==> config.mk <==
export PLATFORM = sky130hd
export DESIGN_NAME = cepp_cell
export DESIGN_NICKNAME = d
export VERILOG_FILES = /design/src/rtl/cepp_pkg.sv /design/src/rtl/cepp_cell.sv
export SDC_FILE = /design/constraint.sdc
export NUM_CORES = 1
export LEC_CHECK = 0
export BUFFER_PORTS_ARGS = -buffer_cell sky130_fd_sc_hd__buf_2
export CAP_MARGIN = 40
export CORE_MARGIN = 3
export CORE_UTILIZATION = 42
export CTS_BUF_LIST = sky130_fd_sc_hd__clkbuf_8
export CTS_CLUSTER_DIAMETER = 100
export DETAILED_ROUTE_END_ITERATION = 8
export GPL_ROUTABILITY_DRIVEN = 0
export GPL_TIMING_DRIVEN = 0
export PLACE_DENSITY = 0.79
export SKIP_CTS_REPAIR_TIMING = 1
export SYNTH_ARGS = -nofsm -noshare
export SYNTH_HDL_FRONTEND = slang
export SYNTH_SLANG_ARGS = --single-unit
==> constraint.sdc <==
create_clock -name clk -period 1.71 [get_ports clk]
set_clock_uncertainty 0.2 [all_clocks]
set_input_delay 0.171 -clock clk [delete_from_list [all_inputs] [get_ports clk]]
set_output_delay 0.171 -clock clk [all_outputs]
set_load 0.02 [all_outputs]
==> src/rtl/cepp_pkg.sv <==
// ----------------------------------------------------------------------------
// cepp_pkg
// Shared types and codes of the coalescing event packet packer.
// ----------------------------------------------------------------------------
package cepp_pkg;

  localparam int BUF_W = 7;

  localparam logic CMD_ADD = 1'b0;
  localparam logic CMD_GET = 1'b1;

  localparam logic KIND_PACKET = 1'b0;
  localparam logic KIND_STATUS = 1'b1;

  localparam logic [1:0] ST_APPENDED  = 2'd0;
  localparam logic [1:0] ST_REPLACED  = 2'd1;
  localparam logic [1:0] ST_DROP_FULL = 2'd2;
  localparam logic [1:0] ST_DROP_SIZE = 2'd3;

  typedef struct packed {
    logic       cmd;
    logic [7:0] event_type;
    logic [5:0] event_size;
    logic       replace_same_type;
    logic [7:0] data_byte;
  } in_item_t;

  typedef struct packed {
    logic       result_kind;
    logic [7:0] packet_byte;
    logic       last_byte;
    logic [1:0] add_status;
  } out_item_t;

  // one queue entry: size, type and the payload buffer it owns
  typedef struct packed {
    logic [5:0]       size;
    logic [7:0]       etype;
    logic [BUF_W-1:0] buf_id;
  } cell_t;

  typedef struct packed {
    logic       pop;
    logic       remove;
    logic [7:0] key;
    logic [5:0] new_size;
    logic [7:0] new_type;
  } cell_ctl_t;

  typedef enum logic [3:0] {
    S_IDLE,
    S_CNT,
    S_EMIT_CNT,
    S_SZ,
    S_TY,
    S_RD,
    S_PAY,
    S_POP,
    S_ZERO
  } state_t;

endpackage

==> src/rtl/cepp_cell.sv <==
// ----------------------------------------------------------------------------
// cepp_cell
// One queue entry; takes its right neighbor's entry on a shift.
// ----------------------------------------------------------------------------
module cepp_cell #(
  parameter int INIT_BUF = 0
) (
  input  logic               clk,
  input  logic               rst_n,
  input  cepp_pkg::cell_ctl_t ctl,
  input  logic               vld,
  input  logic               load,
  input  logic               hit_in,
  output logic               hit_out,
  output logic               first,
  input  cepp_pkg::cell_t    nbr,
  output cepp_pkg::cell_t    q
);

  cepp_pkg::cell_t q_r, q_nxt;
  logic hit;
  logic shift;

  assign hit     = vld && (q_r.etype == ctl.key);
  assign hit_out = hit_in || hit;
  assign first   = hit && !hit_in;
  // on removal every entry from the first match onward moves left
  assign shift   = ctl.pop || (ctl.remove && hit_out);

  always_comb begin
    q_nxt = q_r;
    if (shift) begin
      q_nxt = nbr;
    end
    if (load) begin
      q_nxt.size  = ctl.new_size;
      q_nxt.etype = ctl.new_type;
    end
  end

  always_ff @(posedge clk) begin
    if (!rst_n) begin
      q_r.size   <= '0;
      q_r.etype  <= '0;
      q_r.buf_id <= cepp_pkg::BUF_W'(INIT_BUF);
    end else begin
      q_r <= q_nxt;
    end
  end

  assign q = q_r;

endmodule

==> reports/results.ini, run 1 <==
[drt]
drt_iter0_markers=81
via_per_inst=5.595
drt_pass1_iterations=4
wl_um=4809
vias=1628
routedWlPerCell_um=16.53
final_antenna_net_count=0
drc_errors=0

[cts]
htreeDepth=1
root_buffer=clkbuf_8
numClockSinks=21
cts.clk_slew.worst_paths_ps=80
cts_made_buffers=3
clk_latency_ps=270
ctsLongestPathBuffers=2
tritoncts=yes

[floorplan]
ioPinCount=73
die_x_um=63.09
core_um2=3078
die_h_um=63.09
design.die.area_um2=3980
start_util=0.4447
row_count=20

[pwr]
p_per_area_nw_per_um2=584.9
ir_drop_mv=0.5348
p_leak_uw=0.0009234

[critical_path]
cpPeakStageDelay_ps=340
reg2reg_from=q[11]$_SDFFE_PN0P_
crit_cells=7
crit_family=simple AND/OR/NAND/NOR gates
startpoint_type=flop
slowest_stage=dfxtp_2
startpoint=q[14]$_SDFFE_PN0P_
crit_chain=nand2b_1 -> o2111ai_4 -> nor4_4 -> buf_6 -> nand4_1 -> nor2_2 -> buf_4
r2r_cells=5
crit_path_end=first
end_kind=primary output
r2r_slack_ps=-290
path_class=flop to primary output
worst_ep_required_time_ps=1340
crit_fanout=3
cp_data_arrival_time_ps=1650
worstReg2RegEnd=q[16]$_SDFFE_PN0P_
path_buf_inv=2

[min_path]
worstHoldPathType=input port to flop

[outcome]
status=finished, violations left
failed_checks=negative setup slack

[synth]
syn_area_um2=1369
syn_avg_cell_area_um2=9.005
ys_seq_area_frac=0.3071
synth_area_leaders=dfxtp_1 31%, nor4_2 10%, o311ai_0 9.0%
yosysWarnings=0
synth_cell_types=28
netlist.area_leader.share=0.3071
syn_inst=152
yosys_register_bits=21
syn_nets=202
synth_area_leader_cell=dfxtp_1

[timing]
slew_viol_final=0
fin_ws_ps=-312.1
rsz0062_at_grt=true
setup_viol=23
relSlewSlack=0.5379
layout_min_cycle_time_ps=2022
hold_viol=0
worst_slew_pin_slew_ps=693.2
fin_crit_sh=1.182
timing.fmax_mhz=494.5

[global_route]
grt_max_degree=13
grt_pass1_wl_um=6437
grtUsageTotal=0.2001
antenna_found_initial=0
grt_pass1_vias=1432
grt_overflow=0

[finish]
fin_area_um2=2330
largest_register_ffs=21
nFillCells=208
layout_commonest_cell=buf_2
stdcell_count=291
final_cell_mix=69 x buf_2, 16 x nand2b_1, 15 x buf_4, 15 x nand2_1, 14 x o311ai_0
final_nets=298
syn_to_final_growth_pct=70.20
n_antenna_cell=0
drive_above_1_share=0.5506

[placed_design]
place_inst=266
dpl.hpwl_um=3039
placed_area_um2=1841
place_ws_ps=-386.0
port_buffers=70

[job]
cap_violations=0

[metrics by stage]
step	total power, µW	util	hold WS [ps]	TNS (ps)
after floorplan	783.4	-	109.8	-2686
after global placement	919.2	0.5980	219.0	-4094
after detailed placement	925.0	0.5980	222.4	-5355
after CTS	1257	0.6130	-67.18	-6168
after global routing	1425	0.7569	26.31	-6104
final	1363	0.7569	7.976	-4658
[kinds of logic (layout without fill, tap and decap cells)]
kind of cell | count (synthesis) | after routing | share of synthesized area
muxes | 7 | 7 | 0.05119
DFF | 21 | 21 | 0.3071
AOI/OAI and AO/OA | 33 | 33 | 0.2176
xor gates and xnor gates | 5 | 5 | 0.03200
and+or+nand+nor | 66 | 66 | 0.3144
buffers and inverters | 20 | 115 | 0.07769
[area by class of cell]
cell class	instances	area, µm²	area share
Buffer	16	103.9	0.04458
Clock buffer	3	41.29	0.01772
Clock inverter	1	5.005	0.002148
Inverter	3	11.26	0.004834
Multi-Input combinational cell	111	1104	0.4737
Sequential cell	21	437.9	0.1880
Tap cell	44	55.05	0.02363
Timing Repair Buffer	92	571.8	0.2454
[worst min-delay path by stage]
stage | from | to | slack [ps] | cells past startpoint
2_1_floorplan | nbr[0] | q[0]$_SDFFE_PN0P_ | 110 | 2
3_3_place_gp | nbr[2] | q[2]$_SDFFE_PN0P_ | 220 | 3
3_5_place_dp | nbr[2] | q[2]$_SDFFE_PN0P_ | 220 | 3
4_1_cts | nbr[2] | q[2]$_SDFFE_PN0P_ | -70 | 3
5_1_grt | nbr[13] | q[13]$_SDFFE_PN0P_ | 30 | 3
6_report | nbr[20] | q[20]$_SDFFE_PN0P_ | 8 | 3
[tightest hold or removal path, cell delays in order]
cell and delay [ps]:
buf_2 110, nor4_4 50, nor3_2 90
[layer usage]
metal,routed length (µm),share of wire,global-route usage
met2,2556,0.53,0.3386
met5,0,0,0
met3,345,0.072,0.04456
met1,1860,0.39,0.2497
met4,47,0.0098,0.06612
[Yosys cell counts]
master / count
dfxtp_1: 21
nand2b_1: 17
nand2_1: 15
nor3_1: 14
o311ai_0: 14
nor4_2: 11
a2111oi_1: 10
clkbuf_1: 10
mux2i_1: 7
a2111oi_0: 4
nor4_1: 4
buf_6: 3
inv_1: 3
xor2_1: 3
buf_4: 2
xnor2_1: 2
a21o_1: 1
a21oi_1: 1
a21oi_2: 1
a222oi_1: 1
and2_1: 1
and3_4: 1
buf_1: 1
buf_2: 1
nand4_1: 1
nor2_1: 1
o2111ai_1: 1
or4_1: 1
[power by group]
part           switching [µW]  internal [µW]  total [µW]
sequential               33.8            530         564
clock                     177            163         340
combinational             260            199         459
Power figures use the tool's default switching activity.
==> inputs of run 2 (changes only) <==
--- a/config.mk
+++ b/config.mk
@@ -7,7 +7,6 @@
 export LEC_CHECK = 0
 export BUFFER_PORTS_ARGS = -buffer_cell sky130_fd_sc_hd__buf_2
 export CAP_MARGIN = 40
-export CORE_MARGIN = 3
 export CORE_UTILIZATION = 42
 export CTS_BUF_LIST = sky130_fd_sc_hd__clkbuf_8
 export CTS_CLUSTER_DIAMETER = 100
==> run 2 against run 1 <==
The run ends with negative hold slack, negative setup slack left. Global-route usage grew 2.2 points. Worst hold slack got worse by 19 ps. First-iteration DRC count fell by 22%. Sequential power shrank 0.9%. Via count shrank 4.4%. Maximum frequency fell by 8.2%. Combinational power shrank 14%. Critical path depth unchanged. Die area decreased by 12%. Utilization decreased by 7.4 points. Critical path type unchanged. Largest cell class unchanged. Largest power group unchanged.
==> reports/results.ini, run 2 (synthesized netlist as in run 1, its figures left out) <==
[outcome]
status=finished, violations left
failed_checks=negative hold slack, negative setup slack

[critical_path]
crit_fanout=5  ; +2
cpPeakStageDelay_ps=410  ; +70 ps
crit_path_end=first
path_class=flop to primary output
r2r_slack_ps=-260  ; +30 ps
worstReg2RegEnd=q[7]$_SDFFE_PN0P_
startpoint=q[8]$_SDFFE_PN0P_
path_buf_inv=2  ; unchanged
crit_family=simple AND/OR/NAND/NOR gates
worst_ep_required_time_ps=1340  ; about the same
crit_chain=nand2b_1 -> o2111ai_4 -> nor4_4 -> buf_6 -> nand4_1 -> nor2_2 -> buf_6
cp_data_arrival_time_ps=1830  ; +180 ps
end_kind=primary output
reg2reg_from=q[8]$_SDFFE_PN0P_
crit_cells=7  ; unchanged
crit_top_cell=buf_6
startpoint_type=flop
r2r_cells=7  ; +2
slowest_stage=nor4_4

[finish]
layout_commonest_cell=buf_2
seq_area_um2=435.4  ; -0.57%
stdcell_count=283  ; -2.7%
final_core_util=0.6829  ; -0.07398
final_nets=290  ; -2.7%
nFillCells=277  ; +33%
final_cell_mix=69 x buf_2, 17 x nand2b_1, 15 x nand2_1
multi_input_comb_area_um2=967.2  ; -12%
largest_register_ffs=21  ; unchanged
drive_above_1_share=0.4895  ; -0.06107
syn_to_final_growth_pct=53.57
n_antenna_cell=0  ; unchanged

[pwr]
totalPowerFinal_uw=1294  ; -5.1%
p_leak_uw=0.0008274  ; -10%
p_per_area_nw_per_um2=615.4  ; +5.2%
ir_drop_mv=0.4886  ; -8.6%

[drt]
dr.max_layer_used=met4
routedWlPerCell_um=14.72  ; -11%
drc_errors=0  ; unchanged
drt_iter0_markers=63  ; -22%
vias=1556  ; -4.4%
wl_met1_um=1793  ; -3.6%
dr_wl_met3_um=203  ; -41%
wl_met2_um=2136  ; -16%
final_antenna_net_count=0  ; unchanged
drt_pass1_iterations=5  ; +1
wl_um=4167  ; -13%
via_per_inst=5.498  ; -1.7%

[timing]
slew_viol_final=0  ; unchanged
fin_crit_sh=1.288  ; +0.1055
hold_viol=1  ; +1
timing.fmax_mhz=454.0  ; -8.2%
layout_min_cycle_time_ps=2202  ; +180.4 ps
fin_ws_ps=-492.5  ; -180.4 ps
relSlewSlack=0.6349  ; +0.09703
worst_slew_pin_slew_ps=547.6  ; -145.5 ps
rsz0062_at_grt=true
hold_ws_ps=-11.34  ; -19.32 ps
setup_viol=23  ; unchanged

[global_route]
antenna_found_initial=0  ; unchanged
grt_pass1_wl_um=5913  ; -8.1%
grtUsageTotal=0.2220  ; +0.02194
grt_max_degree=12  ; -1
grt_overflow=0  ; unchanged
grt_pass1_vias=1355  ; -5.4%

[floorplan]
core_um2=3078  ; unchanged
design.die.area_um2=3492  ; -12%
die_h_um=59.09  ; -6.3%
ioPinCount=73  ; unchanged
row_count=20  ; unchanged
start_util=0.4447  ; unchanged
die_x_um=59.09  ; -6.3%

[cts]
tritoncts=yes
clk_latency_ps=270  ; about the same
root_buffer=clkbuf_8
cts.clk_slew.worst_paths_ps=80  ; about the same
htreeDepth=1  ; unchanged
numClockSinks=21  ; unchanged
cts_made_buffers=3  ; unchanged
ctsLongestPathBuffers=2  ; unchanged

[placed_design]
place_inst=266  ; unchanged
port_buffers=70  ; unchanged
place_ws_ps=-357.1  ; +28.88 ps
dpl.hpwl_um=2816  ; -7.3%

[min_path]
worstHoldPathType=input port to flop

[job]
cap_violations=0  ; unchanged

run 2: worst register-to-register path, delay by kind of cell, from the launching register on:
kind / cells / cell delay, ps
and+or+nand+nor: 4 / 830
buffers and inverters: 2 / 310
DFF: 1 / 340
AOI/OAI and AO/OA: 1 / 170
run 2: metrics by stage:
step | TNS, ps | area (µm²) | hold slack [ps]
global placement | -4049 | 1841 | 215.4
floorplan | -2686 | 1435 | 109.8
finish | -4335 | 2102 | -11.34
detailed placement | -4464 | 1841 | 221.0
global route | -6584 | 2102 | 25.76
CTS | -5418 | 1886 | -58.53
run 2: worst min path at each step:
stage / start / end / cells past startpoint
6_report: nbr[19] / q[19]$_SDFFE_PN0P_ / 3
5_1_grt: nbr[18] / q[18]$_SDFFE_PN0P_ / 3
4_1_cts: nbr[1] / q[1]$_SDFFE_PN0P_ / 3
3_5_place_dp: nbr[1] / q[1]$_SDFFE_PN0P_ / 3
3_3_place_gp: nbr[4] / q[4]$_SDFFE_PN0P_ / 3
2_1_floorplan: nbr[0] / q[0]$_SDFFE_PN0P_ / 2
run 2: metal layers:
layer / up-vias / GRT usage
li1: 765 / -
met1: 738 / 0.2824
met2: 48 / 0.3929
met3: 5 / 0.03712
met4: 0 / 0.04762
met5: - / 0
run 2: layout make-up:
cell class / count / area share
clock inverter: 1 / 0.001786
buffer: 17 / 0.05238
inverter: 3 / 0.005357
clock buffer: 3 / 0.01964
timing repair buffer: 83 / 0.2274
tap: 44 / 0.02619
sequential: 21 / 0.2071
multi-input combinational: 111 / 0.4601
run 2: power breakdown:
part	switching [µW]	leakage (µW)	internal [µW]
combinational	228	0.000623	170
sequential	29.2	0.000177	530
clock	176	0.0000269	161
==> inputs of run 3 (changes only) <==
--- a/config.mk
+++ b/config.mk
@@ -5,15 +5,18 @@
 export SDC_FILE = /design/constraint.sdc
 export NUM_CORES = 1
 export LEC_CHECK = 0
+export ABC_AREA = 1
 export BUFFER_PORTS_ARGS = -buffer_cell sky130_fd_sc_hd__buf_2
 export CAP_MARGIN = 40
-export CORE_UTILIZATION = 42
+export CORE_UTILIZATION = 41
 export CTS_BUF_LIST = sky130_fd_sc_hd__clkbuf_8
 export CTS_CLUSTER_DIAMETER = 100
 export DETAILED_ROUTE_END_ITERATION = 8
 export GPL_ROUTABILITY_DRIVEN = 0
 export GPL_TIMING_DRIVEN = 0
+export HOLD_SLACK_MARGIN = 0.03
 export PLACE_DENSITY = 0.79
+export REMOVE_ABC_BUFFERS = 1
 export SKIP_CTS_REPAIR_TIMING = 1
 export SYNTH_ARGS = -nofsm -noshare
 export SYNTH_HDL_FRONTEND = slang
==> run 3 against run 2 <==
The flow finishes with violations (design-rule violations, negative setup slack). Count of clock-buffer cells in the layout stayed put. Area after synthesis is 8.2% lower. Critical path depth is 6 higher. Non-clock buffer count is 18 lower. Largest cell class unchanged. Critical endpoint is now q[10]$_SDFFE_PN0P_.
==> reports/results.ini, run 3 <==
[outcome]
status=finished, violations left
failed_checks=design-rule violations, negative setup slack

[drt]
via_per_inst=4.769  ; -13%
vias=1550  ; -0.39%
final_antenna_net_count=0  ; unchanged
wl_um=3839  ; -7.9%
drt_pass1_iterations=6  ; +1
drc_errors=4  ; +4
drt_iter0_markers=76  ; +21%
routedWlPerCell_um=11.81  ; -20%

[cts]
tritoncts=yes
cts_made_buffers=3  ; unchanged
clk_latency_ps=260  ; about the same
root_buffer=clkbuf_8
cts.clk_slew.worst_paths_ps=90  ; about the same
htreeDepth=1  ; unchanged
ctsLongestPathBuffers=2  ; unchanged
numClockSinks=21  ; unchanged

[finish]
stdcell_count=325  ; +15%
largest_register_ffs=21  ; unchanged
final_cell_mix=70 x buf_2, 47 x nor2_1, 44 x nand2_1
n_antenna_cell=0  ; unchanged
drive_above_1_share=0.4558  ; -0.03376
syn_to_final_growth_pct=57.27
layout_commonest_cell=buf_2
final_nets=345  ; +19%

[synth]
syn_area_um2=1256  ; -8.2%
netlist.area_leader.share=0.3347  ; +0.02753
yosysMostFrequentCell=nor2_1
synth_area_leader_cell=dfxtp_1
yosysWarnings=0  ; unchanged
synthArstFlopShare=0  ; unchanged
synth_area_leaders=dfxtp_1 33%, nor2_1 17%, nand2_1 15%
yosys_register_bits=21  ; unchanged
synth_commonest_cells=58 x nor2_1, 51 x nand2_1, 27 x inv_1, 21 x dfxtp_1, 14 x o21ai_1
synth_edf_count=0  ; unchanged
ys_seq_area_frac=0.3347  ; +0.02753
syn_inst=209  ; +38%
synth_cell_types=21  ; -25%
syn_avg_cell_area_um2=6.011  ; -33%
yosys_most_used_dff=dfxtp_1

[critical_path]
crit_fanout=8  ; +3
worst_ep_required_time_ps=1670  ; +330 ps
cpPeakStageDelay_ps=380  ; -30 ps
startpoint_type=flop
path_class=flop to flop
crit_chain=inv_2 -> nand2_2 -> nand2_1 -> inv_1 -> nand2_1 -> nor2_2 -> nand3_2 -> nand2_4 -> nand2_8 -> nand2_8 -> nand2_4 -> nor2_2 -> nor2_1
slowest_stage=dfxtp_4
cp_data_arrival_time_ps=1720  ; -110 ps
r2r_cells=13  ; +6
end_kind=flop

[floorplan]
die_h_um=57.35  ; -2.9%
row_count=19  ; -5.0%
core_um2=2829  ; -8.1%
design.die.area_um2=3289  ; -5.8%
ioPinCount=73  ; unchanged
start_util=0.4441  ; -0.0006641
die_x_um=57.35  ; -2.9%

[timing]
setup_viol=18  ; -22%
relSlewSlack=0.5765  ; -0.05846
hold_ws_ps=12.76  ; +24.10 ps
slew_viol_final=0  ; unchanged
rsz0062_at_grt=true
worst_slew_pin_slew_ps=634.6  ; +87.00 ps
hold_viol=0  ; -1
fin_crit_sh=1.033  ; -0.2555
fin_ws_ps=-55.67  ; +436.8 ps
timing.fmax_mhz=566.4  ; +25%
layout_min_cycle_time_ps=1766  ; -436.8 ps

[global_route]
grt_max_degree=21  ; +9
grt_pass1_vias=1230  ; -9.2%
grt_overflow=0  ; unchanged
grt_pass1_wl_um=4940  ; -16%
grtUsageTotal=0.1896  ; -0.03238
antenna_found_initial=0  ; unchanged

[pwr]
p_per_area_nw_per_um2=661.6  ; +7.5%
ir_drop_mv=0.5118  ; +4.7%
p_leak_uw=0.001070  ; +29%

[placed_design]
place_inst=307  ; +15%
dpl.hpwl_um=2293  ; -19%
port_buffers=72  ; +2.9%

[job]
cap_violations=0  ; unchanged

[min_path]
hold_depth=5  ; +2
worstHoldPathType=input port to flop

## run 3: path summary, 6_finish.rpt
kind | from | endpoint | slack, ps
worst max-delay path | q[10]$_SDFFE_PN0P_ | q[10]$_SDFFE_PN0P_ | -60
worst min-delay path | ctl[13] | q[20]$_SDFFE_PN0P_ | 10
worst max register to register | q[10]$_SDFFE_PN0P_ | q[10]$_SDFFE_PN0P_ | -60
worst min register to register | q[2]$_SDFFE_PN0P_ | q[2]$_SDFFE_PN0P_ | 290
## run 3: kinds of logic after synthesis
logic type | after synthesis | synth area share
compound gates | 17 | 0.07072
buf+inv | 42 | 0.1404
flops | 21 | 0.3347
simple gates | 129 | 0.4542
## run 3: cell type report
type	count	area (µm²)
fillers	243	853.3
multi-input cells	150	845.8
repair buffers	82	462.9
flip-flops and latches	21	432.9
inverters	37	146.4
clock buffers	3	41.29
well taps	31	38.79
clock inverters	1	7.507
## run 3: report_power, final
| group | internal, µW | leakage, µW | switching [µW] |
|---|---|---|---|
| logic | 166 | 0.000871 | 249 |
| clock network | 164 | 0.0000217 | 173 |
| registers | 528 | 0.000177 | 26.9 |
## run 3: worst max-delay path: cells and delay by family, from the launching register on
family,cells,cell delay [ps]
flops,1,380
buf+inv,2,90
simple gates,11,980
## run 3: stage by stage
step	cell area [µm²]	TNS, ps	utilization	worst slack [ps]	total power, µW
floorplan	1219	-342.0	-	-30.22	758.9
global placement	1618	-2.864	0.5719	-2.816	883.7
detailed placement	1618	-395.0	0.5719	-33.83	889.3
CTS	1667	-756.5	0.5891	-94.38	1223
global route	1976	-2916	0.6984	-172.8	1376
finish	1976	-523.7	0.6984	-55.67	1307
## run 3: per-layer routing
| metal | global-route usage | wire, µm | up-vias |
|---|---|---|---|
| li1 | - | - | 808 |
| met1 | 0.2433 | 1573 | 684 |
| met2 | 0.3206 | 2010 | 52 |
| met3 | 0.02268 | 176 | 6 |
| met4 | 0.08014 | 78 | 0 |
| met5 | 0 | 0 | - |
